### src/design/tekd_pkg.sv
// ----------------------------------------------------------------------------
// tekd_pkg
// Shared types and constants for the terminal escape key decoder.
// ----------------------------------------------------------------------------
package tekd_pkg;

  // Longest CSI buffer; at most MAX_SEQ-2 bytes may follow '['
  localparam int MAX_SEQ = 16;
  localparam int CNT_W   = 6;
  localparam logic [CNT_W-1:0] SEQ_LIMIT = CNT_W'(MAX_SEQ - 2);

  // Parser phases
  localparam logic [1:0] PH_GROUND = 2'd0;
  localparam logic [1:0] PH_ESC    = 2'd1;
  localparam logic [1:0] PH_CSI    = 2'd2;

  // Key codes
  localparam logic [3:0] K_PLAIN = 4'd0;
  localparam logic [3:0] K_ESC   = 4'd1;
  localparam logic [3:0] K_UP    = 4'd2;
  localparam logic [3:0] K_DOWN  = 4'd3;
  localparam logic [3:0] K_RIGHT = 4'd4;
  localparam logic [3:0] K_LEFT  = 4'd5;
  localparam logic [3:0] K_HOME  = 4'd6;
  localparam logic [3:0] K_END   = 4'd7;
  localparam logic [3:0] K_DEL   = 4'd8;
  localparam logic [3:0] K_PGUP  = 4'd9;
  localparam logic [3:0] K_PGDN  = 4'd10;

  // Action codes
  localparam logic ACT_BYTE = 1'b0;
  localparam logic ACT_IDLE = 1'b1;

  // Characters
  localparam logic [7:0] CH_ESC   = 8'h1B;
  localparam logic [7:0] CH_LBRK  = 8'h5B;
  localparam logic [7:0] CH_TILDE = 8'h7E;
  localparam logic [7:0] CH_SEMI  = 8'h3B;
  localparam logic [7:0] CH_0     = 8'h30;
  localparam logic [7:0] CH_1     = 8'h31;
  localparam logic [7:0] CH_3     = 8'h33;
  localparam logic [7:0] CH_4     = 8'h34;
  localparam logic [7:0] CH_5     = 8'h35;
  localparam logic [7:0] CH_6     = 8'h36;
  localparam logic [7:0] CH_9     = 8'h39;
  localparam logic [7:0] CH_UA    = 8'h41;
  localparam logic [7:0] CH_UB    = 8'h42;
  localparam logic [7:0] CH_UC    = 8'h43;
  localparam logic [7:0] CH_UD    = 8'h44;
  localparam logic [7:0] CH_UF    = 8'h46;
  localparam logic [7:0] CH_UH    = 8'h48;
  localparam logic [7:0] CH_UZ    = 8'h5A;
  localparam logic [7:0] CH_LA    = 8'h61;
  localparam logic [7:0] CH_LZ    = 8'h7A;

  typedef struct packed {
    logic       action;
    logic [7:0] data_byte;
  } byte_item_t;

  typedef struct packed {
    logic [3:0] key_kind;
    logic       shifted;
    logic [7:0] plain_byte;
  } key_item_t;

endpackage

### src/design/terminal_escape_key_decoder.sv
// ----------------------------------------------------------------------------
// terminal_escape_key_decoder
// Decodes terminal bytes and idle events into plain keys and CSI key codes.
// ----------------------------------------------------------------------------
// Usage:
//   byte channel (byte_valid/byte_stall/byte_item) carries one word per
//   received byte or idle timeout. key channel (key_valid/key_stall/key_item)
//   returns zero or one key word per input word, in order.
//   A word accepted into the input register moves on into the result
//   register, where its key word, if any, is valid. One word is taken
//   every cycle while the key side drains; the parser state updates in the
//   same cycle the input register moves into the result register.
//   Reset (rst, synchronous) empties both registers and returns the parser to
//   ground with an empty sequence.
//   When key_stall holds a pending key word, the input register holds too,
//   and byte_stall rises once that register is full. A word that yields no
//   key still waits for the result register to be free.
// ----------------------------------------------------------------------------
module terminal_escape_key_decoder (
  input  logic                 clk,
  input  logic                 rst,
  input  logic                 byte_valid,
  output logic                 byte_stall,
  input  tekd_pkg::byte_item_t byte_item,
  output logic                 key_valid,
  input  logic                 key_stall,
  output tekd_pkg::key_item_t  key_item
);

  // Input register
  logic                 in_full;
  tekd_pkg::byte_item_t in_q;
  logic                 adv;

  // Parser state
  logic [1:0]                 phase, phase_next;
  logic [tekd_pkg::CNT_W-1:0] seq_count, seq_count_next;
  logic [7:0]                 first_param, first_param_next;
  logic                       semi_seen, semi_seen_next;
  logic                       await_digit, await_digit_next;
  logic [3:0]                 mod_digit, mod_digit_next;

  // Decode results
  logic                      emit;
  tekd_pkg::key_item_t       res;
  logic [7:0]                b;
  logic                      idle;
  logic [tekd_pkg::CNT_W-1:0] cnt_inc;
  logic                      is_final;
  logic                      is_digit;
  logic                      sh;
  logic [3:0]                fin_kind;
  logic                      fin_sh;

  assign adv        = in_full && (!key_valid || !key_stall);
  assign byte_stall = in_full && key_valid && key_stall;

  assign b       = in_q.data_byte;
  assign idle    = (in_q.action == tekd_pkg::ACT_IDLE);
  assign cnt_inc = seq_count + tekd_pkg::CNT_W'(1);
  assign is_final = (b inside {[tekd_pkg::CH_UA:tekd_pkg::CH_UZ],
                               [tekd_pkg::CH_LA:tekd_pkg::CH_LZ],
                               tekd_pkg::CH_TILDE});
  assign is_digit = (b inside {[tekd_pkg::CH_0:tekd_pkg::CH_9]});

  // Sequence bookkeeping for a byte inside CSI
  always_comb begin
    first_param_next = (seq_count == '0) ? b : first_param;
    semi_seen_next   = semi_seen;
    await_digit_next = await_digit;
    mod_digit_next   = mod_digit;
    if (await_digit) begin
      await_digit_next = 1'b0;
      if (is_digit) begin
        mod_digit_next = 4'(b - tekd_pkg::CH_0);
      end
    end else if (b == tekd_pkg::CH_SEMI && !semi_seen) begin
      semi_seen_next   = 1'b1;
      await_digit_next = 1'b1;
    end
  end

  // Map the final byte to a key
  assign sh = semi_seen_next && (mod_digit_next == 4'd2);

  always_comb begin
    fin_sh = 1'b0;
    case (b)
      tekd_pkg::CH_UA: begin fin_kind = tekd_pkg::K_UP;    fin_sh = sh; end
      tekd_pkg::CH_UB: begin fin_kind = tekd_pkg::K_DOWN;  fin_sh = sh; end
      tekd_pkg::CH_UC: begin fin_kind = tekd_pkg::K_RIGHT; fin_sh = sh; end
      tekd_pkg::CH_UD: begin fin_kind = tekd_pkg::K_LEFT;  fin_sh = sh; end
      tekd_pkg::CH_UH: begin fin_kind = tekd_pkg::K_HOME;  fin_sh = sh; end
      tekd_pkg::CH_UF: begin fin_kind = tekd_pkg::K_END;   fin_sh = sh; end
      tekd_pkg::CH_TILDE: begin
        case (first_param_next)
          tekd_pkg::CH_1: fin_kind = tekd_pkg::K_HOME;
          tekd_pkg::CH_3: fin_kind = tekd_pkg::K_DEL;
          tekd_pkg::CH_4: fin_kind = tekd_pkg::K_END;
          tekd_pkg::CH_5: fin_kind = tekd_pkg::K_PGUP;
          tekd_pkg::CH_6: fin_kind = tekd_pkg::K_PGDN;
          default:        fin_kind = tekd_pkg::K_ESC;
        endcase
      end
      default: fin_kind = tekd_pkg::K_ESC;
    endcase
  end

  // Next state and result for the word in the input register
  always_comb begin
    phase_next          = tekd_pkg::PH_GROUND;
    seq_count_next      = '0;
    emit                = 1'b0;
    res.key_kind        = tekd_pkg::K_ESC;
    res.shifted         = 1'b0;
    res.plain_byte      = 8'd0;
    case (phase)
      tekd_pkg::PH_ESC: begin
        if (!idle && b == tekd_pkg::CH_LBRK) begin
          phase_next = tekd_pkg::PH_CSI;
        end else begin
          emit = 1'b1;
        end
      end
      tekd_pkg::PH_CSI: begin
        if (idle) begin
          emit = 1'b1;
        end else if (is_final) begin
          emit         = 1'b1;
          res.key_kind = fin_kind;
          res.shifted  = fin_sh;
        end else if (cnt_inc >= tekd_pkg::SEQ_LIMIT) begin
          emit = 1'b1;
        end else begin
          phase_next     = tekd_pkg::PH_CSI;
          seq_count_next = cnt_inc;
        end
      end
      default: begin
        if (!idle) begin
          if (b == tekd_pkg::CH_ESC) begin
            phase_next = tekd_pkg::PH_ESC;
          end else begin
            emit           = 1'b1;
            res.key_kind   = tekd_pkg::K_PLAIN;
            res.plain_byte = b;
          end
        end
      end
    endcase
  end

  // Capture input words
  always_ff @(posedge clk) begin
    if (rst) begin
      in_full <= 1'b0;
    end else if (byte_valid && !byte_stall) begin
      in_full <= 1'b1;
    end else if (adv) begin
      in_full <= 1'b0;
    end
  end

  always_ff @(posedge clk) begin
    if (byte_valid && !byte_stall) begin
      in_q <= byte_item;
    end
  end

  // Advance parser state; sequence fields live only while inside CSI
  always_ff @(posedge clk) begin
    if (rst) begin
      phase       <= tekd_pkg::PH_GROUND;
      seq_count   <= '0;
      first_param <= 8'd0;
      semi_seen   <= 1'b0;
      await_digit <= 1'b0;
      mod_digit   <= 4'd0;
    end else if (adv) begin
      phase     <= phase_next;
      seq_count <= seq_count_next;
      if (phase == tekd_pkg::PH_CSI && phase_next == tekd_pkg::PH_CSI) begin
        first_param <= first_param_next;
        semi_seen   <= semi_seen_next;
        await_digit <= await_digit_next;
        mod_digit   <= mod_digit_next;
      end else begin
        first_param <= 8'd0;
        semi_seen   <= 1'b0;
        await_digit <= 1'b0;
        mod_digit   <= 4'd0;
      end
    end
  end

  // Result register
  always_ff @(posedge clk) begin
    if (rst) begin
      key_valid <= 1'b0;
    end else if (adv) begin
      key_valid <= emit;
    end else if (key_valid && !key_stall) begin
      key_valid <= 1'b0;
    end
  end

  always_ff @(posedge clk) begin
    if (adv) begin
      key_item <= res;
    end
  end

  // Checks
  a_plain_only: assert property (@(posedge clk) disable iff (rst)
    key_valid && key_item.key_kind != tekd_pkg::K_PLAIN |-> key_item.plain_byte == 8'd0)
    else $error("plain_byte set on a non-plain key");

  a_shift_kind: assert property (@(posedge clk) disable iff (rst)
    key_valid && key_item.shifted |->
      (key_item.key_kind >= tekd_pkg::K_UP && key_item.key_kind <= tekd_pkg::K_END))
    else $error("shift on a key that cannot be shifted");

  a_ground_clean: assert property (@(posedge clk) disable iff (rst)
    phase != tekd_pkg::PH_CSI |->
      seq_count == '0 && !semi_seen && !await_digit && mod_digit == 4'd0)
    else $error("sequence state left over outside CSI");

  a_cnt_bound: assert property (@(posedge clk) disable iff (rst)
    seq_count < tekd_pkg::SEQ_LIMIT)
    else $error("sequence count passed the buffer limit");

  a_hold_input: assert property (@(posedge clk) disable iff (rst)
    in_full && key_valid && key_stall |=> in_full && $stable(in_q))
    else $error("input word lost while the result is stalled");

endmodule

### config.mk
export PLATFORM = sky130hd
export DESIGN_NAME = terminal_escape_key_decoder
export DESIGN_NICKNAME = d
export VERILOG_FILES = /design/src/design/tekd_pkg.sv /design/src/design/terminal_escape_key_decoder.sv
export SDC_FILE = /design/constraint.sdc
export NUM_CORES = 1
export LEC_CHECK = 0
export BUFFER_PORTS_ARGS = -buffer_cell sky130_fd_sc_hd__buf_2
export CAP_MARGIN = 20
export CORE_AREA = 2 2 73 75
export DETAILED_ROUTE_END_ITERATION = 16
export DIE_AREA = 0 0 75 77
export GPL_TIMING_DRIVEN = 0
export PLACE_DENSITY_LB_ADDON = 0.1
export SETUP_SLACK_MARGIN = 0.2
export SYNTH_ARGS = -nofsm -noshare
export SYNTH_HDL_FRONTEND = slang
export SYNTH_SLANG_ARGS = --single-unit
### constraint.sdc
create_clock -name clk -period 3.9 [get_ports clk]
set_clock_uncertainty 0.15 [all_clocks]
set_input_delay 0.585 -clock clk [delete_from_list [all_inputs] [get_ports clk]]
set_output_delay 0.585 -clock clk [all_outputs]
set_load 0.03 [all_outputs]
# ---- Yosys cells after proc, flatten, opt, wreduce, memory -nomap -nowiden
# Index checks and enable logic that the tools add are counted.
dict set report word_totals {
  in_bits 13
  wordCells 110
  register_bits 46
}
dict set report classes {
  bitwise_logic 3
  order_cmp 7
  reduce_logical 25
  eq_ne 19
  addsub 2
  n_mux 41
}
# cell count
set op_table {}
lappend op_table {{equality test 8 x 7 -> 1 bit, second input constant} 8}
lappend op_table {{equality test 8 x 6 -> 1 bit, second input constant} 6}
lappend op_table {{one-hot mux 4 bit (7 select lines)} 1}
lappend op_table {{two-way mux 6 bit} 4}
lappend op_table {{two-way mux 1 bit} 20}
lappend op_table {{one-hot mux 4 bit (5 select lines)} 1}
lappend op_table {{greater-or-equal comparator 8 x 7 -> 1 bit, second input constant} 2}
lappend op_table {{<= comparator 8 x 7 -> 1 bit, second input constant} 2}
lappend op_table {{two-way mux 4 bit} 4}
lappend op_table {{two-way mux 8 bit} 2}
lappend op_table {{logical AND 1 bit} 12}
lappend op_table {{two-way mux 5 bit} 2}
lappend op_table {{equality test 8 x 5 -> 1 bit, second input constant} 1}
lappend op_table {{greater-or-equal comparator 8 x 6 -> 1 bit, second input constant} 1}
lappend op_table {{<= comparator 8 x 6 -> 1 bit, second input constant} 1}
lappend op_table {{two-way mux 2 bit} 4}
lappend op_table {{one-hot mux 4 bit (2 select lines)} 1}
lappend op_table {{OR reduction 4 bit} 2}
lappend op_table {{adder 6 x 1 -> 6 bit, second input constant} 1}
lappend op_table {{greater-or-equal comparator 6 x 4 -> 1 bit, second input constant} 1}
lappend op_table {{logical NOT 6 bit} 1}
lappend op_table {{OR reduction 6 bit} 1}
lappend op_table {{logical NOT 1 bit} 5}
lappend op_table {{equality test 2 bit, second input constant} 2}
lappend op_table {{other kinds (9)} 12}

# ---- Longest topological paths before layout
dict set report logic_depth {
  ltp_word 10
  depth_mapped 8
}

# ---- Worst setup path before layout
# No wires, ideal clock.
dict set report synth_timing {
  kind {flip-flop to flip-flop}
  from {register seq_count[0] (netlist bit)}
  to {register key_item[9] (netlist bit) (data pin)}
  n_path_buf 0
  setup_time_ns 0.268
  synth_period_minus_slack_ns 2.488
  t_required_ns 3.482
  slack_ns 1.412
  arrival_time_ns 2.070
  stages_incl_launch_ff 9
  cell_sequence {dfxtp_1 > inv_1 > ha_1 > or4b_4 > nor2_8 > mux2_2 > or3_1 > a22oi_1 > a311oi_1}
}
# element line_no
set synth_rtl {}
lappend synth_rtl {{from (decl)} terminal_escape_key_decoder.sv:37} ;# logic [tekd_pkg::CNT_W-1:0] seq_count, seq_count_next;
lappend synth_rtl {{from (signal assigned)} terminal_escape_key_decoder.sv:181} ;# seq_count <= seq_count_next;
lappend synth_rtl {{to (signal assigned)} terminal_escape_key_decoder.sv:209} ;# key_item <= res;
lappend synth_rtl {{to (decl)} terminal_escape_key_decoder.sv:27} ;# output tekd_pkg::key_item_t key_item

==> run summary <==
Crit share post-route: 0.697
DP Worst Slack: 1.20 ns
DRC viols: 0
Flops & latches, synth: 46
Metal2 WL: 2540 microns
Io pins: 28
Fin nets: 292
DP Wirelength: 3850 microns
Vias in the first global route: 1737
Die area: 5780 sq um
RSZ-0062 raised after global routing: false
Top post-synthesis cells by area: edfxtp_1, dfxtp_1, nor2_1
Postcts setup bufs: 0
Pin count of the biggest net entering global routing: 23
DRT Pass-1 Iters: 4
Syn Nets: 258
Static leakage: 0.976 nW
CTS tree: yes
Die Span Y: 77 microns
Worst hold path type: primary input to flop
Routed Antenna Nets: 0
Clock Latency Late Sink: 0.30 ns
DR iter-0 viols: 124
CP required: 3.90 ns
Dominant cell type by area after synthesis: edfxtp_1
Initial antenna violation count: 0
Antenna Cells: 0
Sequential share of the synthesized area: 0.472
Mapped Area: 2420 sq um
# fillers: 478
Design area: 2720 sq um
Wire per inst: 15.4 microns
Pwr/cell area: 329 nW/um^2
Setup slack after layout: 1.18 ns
Core outline area: 4980 sq um
Total Routing Usage GR: 0.196
Worst setup SP type: flop
Area of placed instances: 2640 sq um
Crit-path max FO: 8
DIE WIDTH: 75 microns
First-pass GRT wire length: 8630 microns
Final Hold Fails: 0
Highest metal used: met4
DRT met1 WL: 2510 microns
Post_cts resized: 0
Data arrival, critical path: 2.72 ns
Status: finished, final reports clean
Met3 wire length: 172 microns
Area Growth Syn to Fin: 12.6%
Fmax: 368 MHz
Synth warnings: 0
Syn avg cell area: 10.1 sq um
Most frequent cell after synthesis: dfxtp_1
Synth cell count leaders: dfxtp_1, edfxtp_1, nor2_1, nand2_1, a21oi_1
Kind of critical path: flop to flop
Synth top area share: 0.273
Final max-slew violation count: 0
Worst-path clk slew: 0.08 ns
Initial core utilization: 0.486
CTS Sinks: 46
Library cells used by synthesis: 65
Port bufs: 27
Main synth FF type: dfxtp_1
Worst-Margin Slew: 0.794 ns
Vias/cell: 5.58
Async set or reset register ratio after synthesis: 0
Normalized max-slew margin: 0.467
Peak supply drop: 0.000197 V
Hold Buf Count CTS: 0
Clock period minus worst slack: 2.72 ns
Grt ovf: 0
Final WL: 5300 microns
Setup Total Neg Slack: 0 ns
Max-Cap Viols: 0
CTS buffer count: 5
H-tree depth: 2
Seq. cell area: 1140 sq um
Crit path capture type: flop
Post-synth EDFFs: 22
Placement row count: 26
Root Driver: clkbuf_8
Bufs on Longest Clock Path: 2
Setup-failing EPs final: 0
Multi-input gate area: 1190 sq um
Gpl congestion: 0.780
Layout cell share with drive strength beyond 1: 0.182
Vias: 1926
Post-Syn Instances: 240
-- registers in the layout, summed over array words and instances, names as in the netlist --
name,count
await_digit,1
b,8
first_param,8
idle,1
in_full,1
key_item,13
key_valid,1
mod_digit,4
phase,2
semi_seen,1
seq_count,6
-- critical path: stages (launching register included) --
cell and delay, ns:
dfxtp_1 0.36, inv_1 0.08, ha_1 0.14, or4b_4 0.51
nor2_8 0.19, mux2i_1 0.48, xnor2_1 0.15, or3b_1 0.38
a21oi_1 0.14
-- logic make-up (layout without fill, tap and decap cells) --
kind of cell             count (synthesis)  count (layout)  share of synthesized area
AND/OR/NAND/NOR                         98              98                      0.239
AO/OA/AOI/OAI                           60              60                      0.196
flip-flops                              46              46                      0.472
buffers and inverters                   23              58                     0.0367
adder cells (fa/ha/maj)                  5               5                     0.0259
XOR/XNOR                                 4               4                     0.0145
multiplexers                             4               4                     0.0171
-- routing by layer --
| metal | vias to the layer above | global-route usage |
|---|---|---|
| met2 | 36 | 0.302 |
| met4 | 0 | 0.0661 |
| met1 | 911 | 0.272 |
| met5 | - | 0 |
| li1 | 971 | - |
| met3 | 8 | 0.0368 |
-- metrics by stage --
stage / hold WS (ns) / std cells / power (mW) / utilization
2_1_floorplan: 0.299 / 240 / 0.597 / -
3_3_place_gp: 0.312 / 337 / 0.626 / 0.531
3_5_place_dp: 0.323 / 337 / 0.627 / 0.531
4_1_cts: 0.301 / 345 / 0.900 / 0.547
5_1_grt: 0.291 / 345 / 0.927 / 0.547
6_report: 0.307 / 345 / 0.895 / 0.547
-- cell usage in the layout, fill, tap and decap left out, types with 3 or more instances in the layout --
master    netlist  layout
xnor2_1         4       4
o21a_1          3       3
clkbuf_8        0       5
and2_1          8       8
a31oi_1         4       4
nand2b_1        3       3
mux2i_1         3       3
nor2_1         17      17
a32o_1          6       6
a21oi_1        11      11
and3_1          3       3
dfxtp_1        24      24
nand2_1        16      16
nor2b_1         6       6
edfxtp_1       22      22
nand4_1         3       3
inv_1          10      10
o21ai_0         8       8
ha_1            5       5
buf_2           2      29
nor3_1          8       8
or3_1           4       4
clkbuf_1       10      11
nor4_1          3       3
a22o_1          4       4
nand3_1         7       7
-- worst paths after layout --
kind / start / end / slack [ns] / cells past startpoint
max: seq_count[0] / key_item[11] / 1.18 / 8
min: byte_item[5] / b[5] / 0.31 / 1
max reg2reg: seq_count[0] / key_item[11] / 1.18 / 8
min reg2reg: first_param[0] / first_param[0] / 0.34 / 2
-- layout make-up --
class	count	share of cell area
sequential	46	0.419
buffer	12	0.0175
clock inverter	2	0.00322
inverter	11	0.0152
timing repair buffer	27	0.0496
multi-input combinational	171	0.437
clock buffer	6	0.0267
tap	70	0.0322
-- power by group --
group / leakage (nW) / internal, mW / total, mW / switching (mW)
Clock: 0.0426 / 0.123 / 0.279 / 0.156
Combinational: 0.525 / 0.0275 / 0.0927 / 0.0652
Sequential: 0.408 / 0.518 / 0.523 / 0.00517
Note: power is estimated with default switching activity, not from simulation.
